`src/design/tmlg_pkg.sv`:
```
// ----------------------------------------------------------------------------
// Trimmed-mean level grader package
// Shared widths, constants and register codes for the level grader core.
// ----------------------------------------------------------------------------
package tmlg_pkg;

   localparam int SAMPLE_W          = 12;
   localparam int MEAN_W            = 12;
   localparam int HEIGHT_W          = 7;
   localparam int LEVEL_W           = 2;
   localparam int THRESH_W          = 7;
   localparam int CSR_INDEX_W       = 2;
   localparam int CSR_DATA_W        = 7;
   localparam int KEPT_LOG2_DEFAULT = 3;

   // Height in cm is (mean * 6399) >> 18, close to mean * 3.3 * 30.3 / 4096.
   localparam int                  HEIGHT_MUL_W = 13;
   localparam logic [HEIGHT_MUL_W-1:0] HEIGHT_MUL = 13'd6399;
   localparam int                  HEIGHT_SHIFT = 18;
   localparam int                  PROD_W       = MEAN_W + HEIGHT_MUL_W;

   localparam logic [THRESH_W-1:0] THRESH_LOW_RESET  = 7'd30;
   localparam logic [THRESH_W-1:0] THRESH_MID_RESET  = 7'd50;
   localparam logic [THRESH_W-1:0] THRESH_HIGH_RESET = 7'd70;

   typedef enum logic [CSR_INDEX_W-1:0] {
      CSR_THRESHOLD_LOW  = 2'd0,
      CSR_THRESHOLD_MID  = 2'd1,
      CSR_THRESHOLD_HIGH = 2'd2
   } csr_index_type;

   typedef enum logic [LEVEL_W-1:0] {
      LEVEL_0 = 2'd0,
      LEVEL_1 = 2'd1,
      LEVEL_2 = 2'd2,
      LEVEL_3 = 2'd3
   } level_type;

endpackage

```
`src/design/tmlg_if.sv`:
```
// ----------------------------------------------------------------------------
// Trimmed-mean level grader channels
// Valid/ready request and response channels with their payload fields.
// ----------------------------------------------------------------------------
interface tmlg_req_if;
   import tmlg_pkg::*;

   logic                valid;
   logic                ready;
   logic [SAMPLE_W-1:0] sample;

   modport source (output valid, output sample, input ready);
   modport sink   (input valid, input sample, output ready);
endinterface

interface tmlg_rsp_if;
   import tmlg_pkg::*;

   logic                valid;
   logic                ready;
   logic [MEAN_W-1:0]   mean_code;
   logic [HEIGHT_W-1:0] height_cm;
   logic [LEVEL_W-1:0]  level;
   logic                level_changed;
   logic                level_rose;

   modport source (output valid, output mean_code, output height_cm, output level,
                   output level_changed, output level_rose, input ready);
   modport sink   (input valid, input mean_code, input height_cm, input level,
                   input level_changed, input level_rose, output ready);
endinterface

```
`src/design/trimmed_mean_level_grader_core.sv`:
```
// Last sample of a window: input register, then mean register, then response register.
// Throughput: one sample per cycle; one response per window of 2**KEPT_LOG2 + 2 samples.
// This rate holds unless responses stall; it is set by the accumulator sum/min/max update.
// Reset (synchronous, active high) empties the pipeline, clears the window and
// restores the default thresholds; the first window after reset is never flagged.
// ----------------------------------------------------------------------------
// Trimmed-mean level grader core
// Windowed trimmed mean of converter samples, converted to height and graded.
// ----------------------------------------------------------------------------
module trimmed_mean_level_grader_core #(
   parameter int KEPT_LOG2 = tmlg_pkg::KEPT_LOG2_DEFAULT
) (
   input  logic                             clock,
   input  logic                             reset,
   tmlg_req_if.sink                         req_if,
   tmlg_rsp_if.source                       rsp_if,
   input  logic                             csr_we,
   input  logic [tmlg_pkg::CSR_INDEX_W-1:0] csr_index,
   input  logic [tmlg_pkg::CSR_DATA_W-1:0]  csr_wdata
);
   import tmlg_pkg::*;

   localparam int                WINDOW_LEN = (1 << KEPT_LOG2) + 2;
   localparam int                COUNT_W    = $clog2(WINDOW_LEN);
   localparam int                SUM_W      = SAMPLE_W + COUNT_W;
   localparam logic [COUNT_W-1:0] LAST_COUNT = COUNT_W'(WINDOW_LEN - 1);

   // Configuration registers.
   logic [THRESH_W-1:0] thresh_low_ff, thresh_low_in;
   logic [THRESH_W-1:0] thresh_mid_ff, thresh_mid_in;
   logic [THRESH_W-1:0] thresh_high_ff, thresh_high_in;

   // Input register.
   logic                in_valid_ff, in_valid_in;
   logic [SAMPLE_W-1:0] in_sample_ff, in_sample_in;

   // Window accumulator.
   logic [COUNT_W-1:0]  count_ff, count_in;
   logic [SUM_W-1:0]    sum_ff, sum_in;
   logic [SAMPLE_W-1:0] min_ff, min_in;
   logic [SAMPLE_W-1:0] max_ff, max_in;

   // Mean register.
   logic                mean_valid_ff, mean_valid_in;
   logic [MEAN_W-1:0]   mean_ff, mean_in;

   // Grading history.
   logic [LEVEL_W-1:0]  prev_level_ff, prev_level_in;
   logic                first_done_ff, first_done_in;

   // Response register.
   logic                rsp_valid_ff, rsp_valid_in;
   logic [MEAN_W-1:0]   rsp_mean_ff, rsp_mean_in;
   logic [HEIGHT_W-1:0] rsp_height_ff, rsp_height_in;
   logic [LEVEL_W-1:0]  rsp_level_ff, rsp_level_in;
   logic                rsp_changed_ff, rsp_changed_in;
   logic                rsp_rose_ff, rsp_rose_in;

   logic                out_free;
   logic                mean_take;
   logic                mean_move;
   logic                window_end;
   logic                in_consume;
   logic                req_accept;
   logic [SUM_W-1:0]    sum_next;
   logic [SAMPLE_W-1:0] min_next;
   logic [SAMPLE_W-1:0] max_next;
   logic [SUM_W-1:0]    trimmed_sum;
   logic [PROD_W-1:0]   product;
   logic [HEIGHT_W-1:0] height;
   level_type           level;
   logic                changed;

   // Handshake: each stage moves when the stage after it is free or draining.
   assign out_free   = !rsp_valid_ff || rsp_if.ready;
   assign mean_take  = !mean_valid_ff || out_free;
   assign mean_move  = mean_valid_ff && out_free;
   assign window_end = (count_ff == LAST_COUNT);
   assign in_consume = in_valid_ff && (!window_end || mean_take);
   assign req_if.ready = !in_valid_ff || in_consume;
   assign req_accept = req_if.valid && req_if.ready;

   // Configuration writes.
   always_comb begin
      thresh_low_in  = thresh_low_ff;
      thresh_mid_in  = thresh_mid_ff;
      thresh_high_in = thresh_high_ff;
      if (csr_we) begin
         case (csr_index_type'(csr_index))
            CSR_THRESHOLD_LOW:  thresh_low_in  = csr_wdata;
            CSR_THRESHOLD_MID:  thresh_mid_in  = csr_wdata;
            CSR_THRESHOLD_HIGH: thresh_high_in = csr_wdata;
            default: ;
         endcase
      end
   end

   // Input register.
   always_comb begin
      in_valid_in  = in_valid_ff;
      in_sample_in = in_sample_ff;
      if (req_accept) begin
         in_valid_in  = 1'b1;
         in_sample_in = req_if.sample;
      end else if (in_consume) begin
         in_valid_in = 1'b0;
      end
   end

   // Accumulator update, including the sample now being consumed.
   always_comb begin
      sum_next    = sum_ff + SUM_W'(in_sample_ff);
      min_next    = (in_sample_ff < min_ff) ? in_sample_ff : min_ff;
      max_next    = (in_sample_ff > max_ff) ? in_sample_ff : max_ff;
      trimmed_sum = sum_next - SUM_W'(min_next) - SUM_W'(max_next);

      count_in      = count_ff;
      sum_in        = sum_ff;
      min_in        = min_ff;
      max_in        = max_ff;
      mean_valid_in = mean_valid_ff;
      mean_in       = mean_ff;

      if (mean_move) begin
         mean_valid_in = 1'b0;
      end
      if (in_consume) begin
         if (window_end) begin
            count_in      = '0;
            sum_in        = '0;
            min_in        = '1;
            max_in        = '0;
            mean_valid_in = 1'b1;
            mean_in       = trimmed_sum[KEPT_LOG2 +: MEAN_W];
         end else begin
            count_in = count_ff + COUNT_W'(1);
            sum_in   = sum_next;
            min_in   = min_next;
            max_in   = max_next;
         end
      end
   end

   // Height conversion, grading and change detection.
   always_comb begin
      product = PROD_W'(mean_ff) * PROD_W'(HEIGHT_MUL);
      height  = product[HEIGHT_SHIFT +: HEIGHT_W];

      if (height <= thresh_low_ff) begin
         level = LEVEL_0;
      end else if (height <= thresh_mid_ff) begin
         level = LEVEL_1;
      end else if (height <= thresh_high_ff) begin
         level = LEVEL_2;
      end else begin
         level = LEVEL_3;
      end

      changed = first_done_ff && (level != prev_level_ff);

      rsp_valid_in   = rsp_valid_ff;
      rsp_mean_in    = rsp_mean_ff;
      rsp_height_in  = rsp_height_ff;
      rsp_level_in   = rsp_level_ff;
      rsp_changed_in = rsp_changed_ff;
      rsp_rose_in    = rsp_rose_ff;
      prev_level_in  = prev_level_ff;
      first_done_in  = first_done_ff;

      if (mean_move) begin
         rsp_valid_in   = 1'b1;
         rsp_mean_in    = mean_ff;
         rsp_height_in  = height;
         rsp_level_in   = level;
         rsp_changed_in = changed;
         rsp_rose_in    = changed && (level > prev_level_ff);
         prev_level_in  = level;
         first_done_in  = 1'b1;
      end else if (rsp_if.ready) begin
         rsp_valid_in = 1'b0;
      end
   end

   always_ff @(posedge clock) begin
      if (reset) begin
         thresh_low_ff  <= THRESH_LOW_RESET;
         thresh_mid_ff  <= THRESH_MID_RESET;
         thresh_high_ff <= THRESH_HIGH_RESET;
         in_valid_ff    <= 1'b0;
         count_ff       <= '0;
         sum_ff         <= '0;
         min_ff         <= '1;
         max_ff         <= '0;
         mean_valid_ff  <= 1'b0;
         prev_level_ff  <= LEVEL_0;
         first_done_ff  <= 1'b0;
         rsp_valid_ff   <= 1'b0;
      end else begin
         thresh_low_ff  <= thresh_low_in;
         thresh_mid_ff  <= thresh_mid_in;
         thresh_high_ff <= thresh_high_in;
         in_valid_ff    <= in_valid_in;
         count_ff       <= count_in;
         sum_ff         <= sum_in;
         min_ff         <= min_in;
         max_ff         <= max_in;
         mean_valid_ff  <= mean_valid_in;
         prev_level_ff  <= prev_level_in;
         first_done_ff  <= first_done_in;
         rsp_valid_ff   <= rsp_valid_in;
      end
   end

   always_ff @(posedge clock) begin
      in_sample_ff   <= in_sample_in;
      mean_ff        <= mean_in;
      rsp_mean_ff    <= rsp_mean_in;
      rsp_height_ff  <= rsp_height_in;
      rsp_level_ff   <= rsp_level_in;
      rsp_changed_ff <= rsp_changed_in;
      rsp_rose_ff    <= rsp_rose_in;
   end

   assign rsp_if.valid         = rsp_valid_ff;
   assign rsp_if.mean_code     = rsp_mean_ff;
   assign rsp_if.height_cm     = rsp_height_ff;
   assign rsp_if.level         = rsp_level_ff;
   assign rsp_if.level_changed = rsp_changed_ff;
   assign rsp_if.level_rose    = rsp_rose_ff;

`ifndef ASSERT_OFF
   // The sample counter never runs past the last slot of a window.
   a_count_in_window: assert property (@(posedge clock) disable iff (reset)
      count_ff <= LAST_COUNT)
      else $error("sample counter beyond window length");

   // A rise is only reported together with a change.
   a_rose_needs_change: assert property (@(posedge clock) disable iff (reset)
      rsp_valid_ff && rsp_rose_ff |-> rsp_changed_ff)
      else $error("level rose without level change");

   // Once a mean has been graded, later windows compare against history.
   a_first_done_set: assert property (@(posedge clock) disable iff (reset)
      mean_move |=> first_done_ff && rsp_valid_ff)
      else $error("graded window did not reach response register");

   // A completed window is never dropped while the mean register is busy.
   a_no_mean_overwrite: assert property (@(posedge clock) disable iff (reset)
      mean_valid_ff && !out_free |=> mean_valid_ff && $stable(mean_ff))
      else $error("pending mean overwritten");
`endif

endmodule
```
`src/flat_wrapper.sv`:
```
// flat-port wrapper written by rule: the top's interface ports become plain ports
module trimmed_mean_level_grader_core_flat import tmlg_pkg::*;
#(
   parameter int KEPT_LOG2 = tmlg_pkg::KEPT_LOG2_DEFAULT
)
  (clock, reset, csr_we, csr_index, csr_wdata, req_if_valid, req_if_sample, req_if_ready, rsp_if_valid, rsp_if_mean_code, rsp_if_height_cm, rsp_if_level, rsp_if_level_changed, rsp_if_level_rose, rsp_if_ready);
  tmlg_req_if req_if_i ();
  tmlg_rsp_if rsp_if_i ();
  input  logic clock;
  input  logic reset;
  input  logic csr_we;
  input  logic [tmlg_pkg::CSR_INDEX_W-1:0] csr_index;
  input  logic [tmlg_pkg::CSR_DATA_W-1:0] csr_wdata;
  input wire logic [$bits(req_if_i.valid)-1:0] req_if_valid;
  input wire logic [$bits(req_if_i.sample)-1:0] req_if_sample;
  output wire logic [$bits(req_if_i.ready)-1:0] req_if_ready;
  output wire logic [$bits(rsp_if_i.valid)-1:0] rsp_if_valid;
  output wire logic [$bits(rsp_if_i.mean_code)-1:0] rsp_if_mean_code;
  output wire logic [$bits(rsp_if_i.height_cm)-1:0] rsp_if_height_cm;
  output wire logic [$bits(rsp_if_i.level)-1:0] rsp_if_level;
  output wire logic [$bits(rsp_if_i.level_changed)-1:0] rsp_if_level_changed;
  output wire logic [$bits(rsp_if_i.level_rose)-1:0] rsp_if_level_rose;
  input wire logic [$bits(rsp_if_i.ready)-1:0] rsp_if_ready;
  assign req_if_i.valid = req_if_valid;
  assign req_if_i.sample = req_if_sample;
  assign req_if_ready = req_if_i.ready;
  assign rsp_if_valid = rsp_if_i.valid;
  assign rsp_if_mean_code = rsp_if_i.mean_code;
  assign rsp_if_height_cm = rsp_if_i.height_cm;
  assign rsp_if_level = rsp_if_i.level;
  assign rsp_if_level_changed = rsp_if_i.level_changed;
  assign rsp_if_level_rose = rsp_if_i.level_rose;
  assign rsp_if_i.ready = rsp_if_ready;
  trimmed_mean_level_grader_core #(.KEPT_LOG2(KEPT_LOG2)) u_core (.clock(clock), .reset(reset), .req_if(req_if_i), .rsp_if(rsp_if_i), .csr_we(csr_we), .csr_index(csr_index), .csr_wdata(csr_wdata));
endmodule
```
`config.mk`:
```
export PLATFORM = sky130hd
export DESIGN_NAME = trimmed_mean_level_grader_core_flat
export DESIGN_NICKNAME = d
export VERILOG_FILES = /design/src/design/tmlg_pkg.sv /design/src/design/tmlg_if.sv /design/src/design/trimmed_mean_level_grader_core.sv /design/src/flat_wrapper.sv
export SDC_FILE = /design/constraint.sdc
export NUM_CORES = 1
export LEC_CHECK = 0
export BUFFER_PORTS_ARGS = -buffer_cell sky130_fd_sc_hd__buf_2
export CORE_UTILIZATION = 53
export DETAILED_ROUTE_END_ITERATION = 6
export HOLD_SLACK_MARGIN = 0.05
export PLACE_DENSITY_LB_ADDON = 0.08
export SYNTH_ARGS = -nofsm -noshare
export SYNTH_HDL_FRONTEND = slang
export SYNTH_SLANG_ARGS = --single-unit
```
`constraint.sdc`:
```
create_clock -name clock -period 8.8 [get_ports clock]
set_input_delay 2.64 -clock clock [delete_from_list [all_inputs] [get_ports clock]]
set_output_delay 2.64 -clock clock [all_outputs]
set_load 0.03 [all_outputs]
```
==> run metrics <==
run status completed; leading post-synthesis cells by cell area ha_1, edfxtp_1, dfxtp_1, fa_1, inv_1; fraction of layout cells with a size suffix above 1 0.0956; area share of xor/xnor cells in the synthesized design 0.0314; number of post-CTS setup repair buffers 0; number of iterations in the first detailed-routing pass 4; Avg Inst Size Synth roughly 10 µm²; overall die area 17900 µm²; First DRT Iteration DRCs 307; Simple-Gate Fraction of Synth Area 0.101; initial antenna violation count 0; Most Frequent Cell on Critical Path fa_1; final wirelength 19200 µm; Comb pwr share 0.246; worst-case vdd ir drop 0.000145 V; clock share of power 0.403; total number of placement rows 47; routed via count approximately 6600; pin count of the biggest net entering global routing 41; number of nets in the synthesized netlist 1156; post-cts sizing count 0; total clock buffers created by CTS 17; fmax 0.135 GHz; cell-internal power roughly 1.3 mW; part of the power in registers 0.351; core outline area 16800 µm²; drt drc 0; critical path startpoint u_core.mean_ff[9]$_DFFE_PP_; total net switching power roughly 0.52 mW; Synth-to-Final Area Change 11.9%; source-to-sink clock delay at the later pin of the worst-skew pair about 420 ps; CTS root buffer clkbuf_16; RR Endpoint u_core.rsp_if.level_rose$_DFFE_PP_; worst reg2reg setup slack between 1000 and 1500 ps; startpoint of the worst-slack reg-to-reg timing path u_core.mean_ff[9]$_DFFE_PP_; remaining antenna violation count 0; count of input and output buffers 50; Worst Setup End Kind flop; number of synthesized flops with an enable pin between 40 and 50; number of global-route vias before repair approximately 6400; type of the worst min-delay path flop to flop; worst-path fanout max 5; I/O Pins 51; x dimension of the die about 130 µm; main combinational cell family by area after synthesis adder cells; relative max-transition margin 0.184; die height 134 µm; Total Negative Setup Slacks 0 ps; dpl hpwl 14900 µm; weighted congestion reported at the end of routability-driven placement about 0.85; Worst setup SP type flop; design area 10300 µm²; worst slack on hold paths between 400 and 500 ps; number of endpoints with negative hold slack in the final report 0; Slew @ Worst Pin approximately 1200 ps; effective utilization at floorplan 0.549; # nets final ~1200; Hold Buf Count CTS 0; final worst-path setup slack between 1000 and 1500 ps; first-pass GRT wire length between 30000 and 40000 µm; Post-synth ARST share 0; total standard cell area after synthesis roughly 9200 µm²; register bit total from synthesis 117; count of buffer and inverter cells on the critical path 2; library cell contributing the largest single delay on the critical path fa_1; Sinks on Clock Net roughly 120; crit share post-route 0.844; number of distinct standard cells referenced by the synthesized netlist 62; final setup violation count 0; sequential cell area fraction in the yosys report 0.305; final count of pins violating max slew 0; RSZ-0062 raised after global routing no; Critical Path, Cell by Cell fa_1 > inv_1 > fa_1 > fa_1 > inv_1 > fa_1 > fa_1 > ha_1 > nand4_1 > a21o_1 > a31oi_1 > o21ai_0 > a21oi_1 > a21oi_1 > xnor2_1 > ha_1 > a21o_1 > a21o_1 > o31ai_1 > nor2_1 > or2_2 > ha_1 > a21boi_0 > o21a_1; pre-CTS setup slack ~1400 ps; GRT Total Usage 0.226; Max H-tree Level 4; clock-pin transition on the worst setup and hold timing paths 60 ps; portion of netlist area occupied by mux cells 0.0351; number of instances in the synthesized netlist around 930; number of cells on the critical path 24; Static Leakage 4.93 nW; kind of critical path flop to flop; TritonCTS clock tree built; worst reg-to-reg path cell count 24; # Max-Cap Violations 0; fillers 1428; worst setup skew after layout around 7 ps; Period minus WS final approximately 7400 ps; most area-hungry cell type in the Yosys netlist ha_1; fraction of the mapped netlist area in compound gates 0.136; cell type group with the largest total delay on the critical path adder cells; number of warnings issued by yosys 0; share of the synthesized area in the top cell type 0.194; Remaining Overflow, GRT 0; capturing element of the worst setup path u_core.rsp_if.level_rose$_DFFE_PP_; ant diodes 0; area share of fa/ha/maj cells after synthesis 0.323; arrival time reported for the critical path endpoint between 7000 and 8000 ps; prevailing post-synth register cell dfxtp_1; cell area reported after detailed placement about 9700 µm²; power per cell area about 170 nW/µm²; CP peak stage delay 640 ps; fraction of power spent switching nets 0.290; Via-to-Cell Ratio between 5 and 6; wire length per cell 15.8 µm; data required time at the worst endpoint around 9100 ps; Longest Clk Path Bufs 2
final cells by class:
class / count / area [µm²] / area share
clock buffers: 28 / 571 / 0.0553
multi-input cells: 646 / 5760 / 0.559
well taps: 220 / 275 / 0.0267
flip-flops and latches: 117 / 2810 / 0.273
inverters: 142 / 533 / 0.0517
repair buffers: 57 / 303 / 0.0294
clock inverters: 4 / 53.8 / 0.00522
power groups by stage:
stage | logic (mW) | registers (mW) | clock network, mW
2_1_floorplan | 0.346 | 0.632 | 0
3_3_place_gp | 0.434 | 0.639 | 0
3_5_place_dp | 0.438 | 0.639 | 0
4_1_cts | 0.442 | 0.628 | 0.736
5_1_grt | 0.497 | 0.631 | 0.756
6_report | 0.440 | 0.628 | 0.720
kinds of logic (layout without fill, tap and decap cells):
| kind of cell | Yosys count | in the layout |
|---|---|---|
| buf+inv | 165 | 231 |
| flops | 117 | 117 |
| simple gates | 198 | 198 |
| fa+ha+maj | 202 | 202 |
| compound gates | 181 | 181 |
| xor+xnor | 33 | 33 |
| mux | 32 | 32 |
worst register-to-register path: cells and delay by family (launching register included):
kind	cells	cell delay [ps]
AND/OR/NAND/NOR	3	530
flip-flops	1	470
buffers and inverters	2	170
adder cells (fa/ha/maj)	8	3650
AO/OA/AOI/OAI	10	2110
XOR/XNOR	1	380
metal layers:
layer | up-vias | GRT usage | part of all wire
li1 | 3327 | - | -
met1 | 3105 | 0.292 | 0.47
met2 | 99 | 0.385 | 0.48
met3 | 29 | 0.0404 | 0.031
met4 | 0 | 0.0694 | 0.016
met5 | - | 0 | 0
through the flow:
stage               std cells   util  power, mW
finish                   1214  0.615       1.79
global route             1214  0.615       1.88
CTS                      1214  0.615       1.81
detailed placement       1182  0.578       1.08
global placement         1182  0.578       1.07
floorplan                 928      -      0.978
flip-flops by register name (all words and copies together) (netlist names):
signal	flops
u_core.thresh_mid_ff	7
u_core.rsp_if.valid	1
u_core.prev_level_ff	2
u_core.first_done_ff	1
u_core.thresh_high_ff	7
u_core.rsp_if.level	2
u_core.thresh_low_ff	7
u_core.in_sample_ff	12
u_core.rsp_if.mean_code	12
u_core.mean_valid_ff	1
u_core.rsp_if.height_cm	7
u_core.rsp_if.level_changed	1
u_core.mean_ff	12
u_core.count_ff	4
u_core.max_ff	12
u_core.sum_ff	15
u_core.in_valid_ff	1
u_core.min_ff	12
u_core.rsp_if.level_rose	1
placed cells by master, fill, tap and decap left out, types with 3 or more instances in the layout:
cell       instances
a211o_1            3
buf_4              7
a21o_1            23
o211ai_1          10
clkbuf_16         20
nand4_1           13
a21oi_1           47
nand2_1           51
nand2b_1           3
or4_1              3
edfxtp_1          47
clkbuf_8           4
buf_2             50
nand3_1           20
fa_1              59
dfxtp_1           70
o21ai_0           23
o21a_1            18
a22o_1            11
nor3_1            11
nor2_1            67
a22oi_1            9
xnor2_1           21
mux2i_1           30
xor2_1            12
a211oi_1           5
ha_1             143
nor2b_1           13
a31oi_1            8
nand3b_1           4
inv_1            141
clkbuf_1           4
worst min path at each step:
stage	cells past startpoint	start	end
5_1_grt	2	u_core.prev_level_ff[1]$_SDFFE_PP0P_	u_core.prev_level_ff[1]$_SDFFE_PP0P_
6_report	2	u_core.prev_level_ff[1]$_SDFFE_PP0P_	u_core.prev_level_ff[1]$_SDFFE_PP0P_
2_1_floorplan	2	u_core.first_done_ff$_SDFFE_PP0P_	u_core.first_done_ff$_SDFFE_PP0P_
3_3_place_gp	2	u_core.prev_level_ff[1]$_SDFFE_PP0P_	u_core.prev_level_ff[1]$_SDFFE_PP0P_
3_5_place_dp	2	u_core.prev_level_ff[1]$_SDFFE_PP0P_	u_core.prev_level_ff[1]$_SDFFE_PP0P_
4_1_cts	2	u_core.prev_level_ff[1]$_SDFFE_PP0P_	u_core.prev_level_ff[1]$_SDFFE_PP0P_
Yosys cell counts (3+ instances only):
| cell type | number |
|---|---|
| nand2b_1 | 3 |
| nand3b_1 | 4 |
| a211o_1 | 3 |
| o211ai_1 | 10 |
| dfxtp_1 | 70 |
| a21oi_1 | 47 |
| ha_1 | 143 |
| nor2b_1 | 13 |
| inv_1 | 141 |
| xnor2_1 | 21 |
| or4_1 | 3 |
| fa_1 | 59 |
| o21a_1 | 18 |
| nor3_1 | 11 |
| clkbuf_1 | 19 |
| a31oi_1 | 8 |
| a22oi_1 | 9 |
| edfxtp_1 | 47 |
| nand2_1 | 51 |
| nand4_1 | 13 |
| mux2i_1 | 30 |
| a21o_1 | 23 |
| nand3_1 | 20 |
| a211oi_1 | 5 |
| nor2_1 | 67 |
| xor2_1 | 12 |
| o21ai_0 | 23 |
| a22o_1 | 11 |
Note: power is estimated with default switching activity, not from simulation.
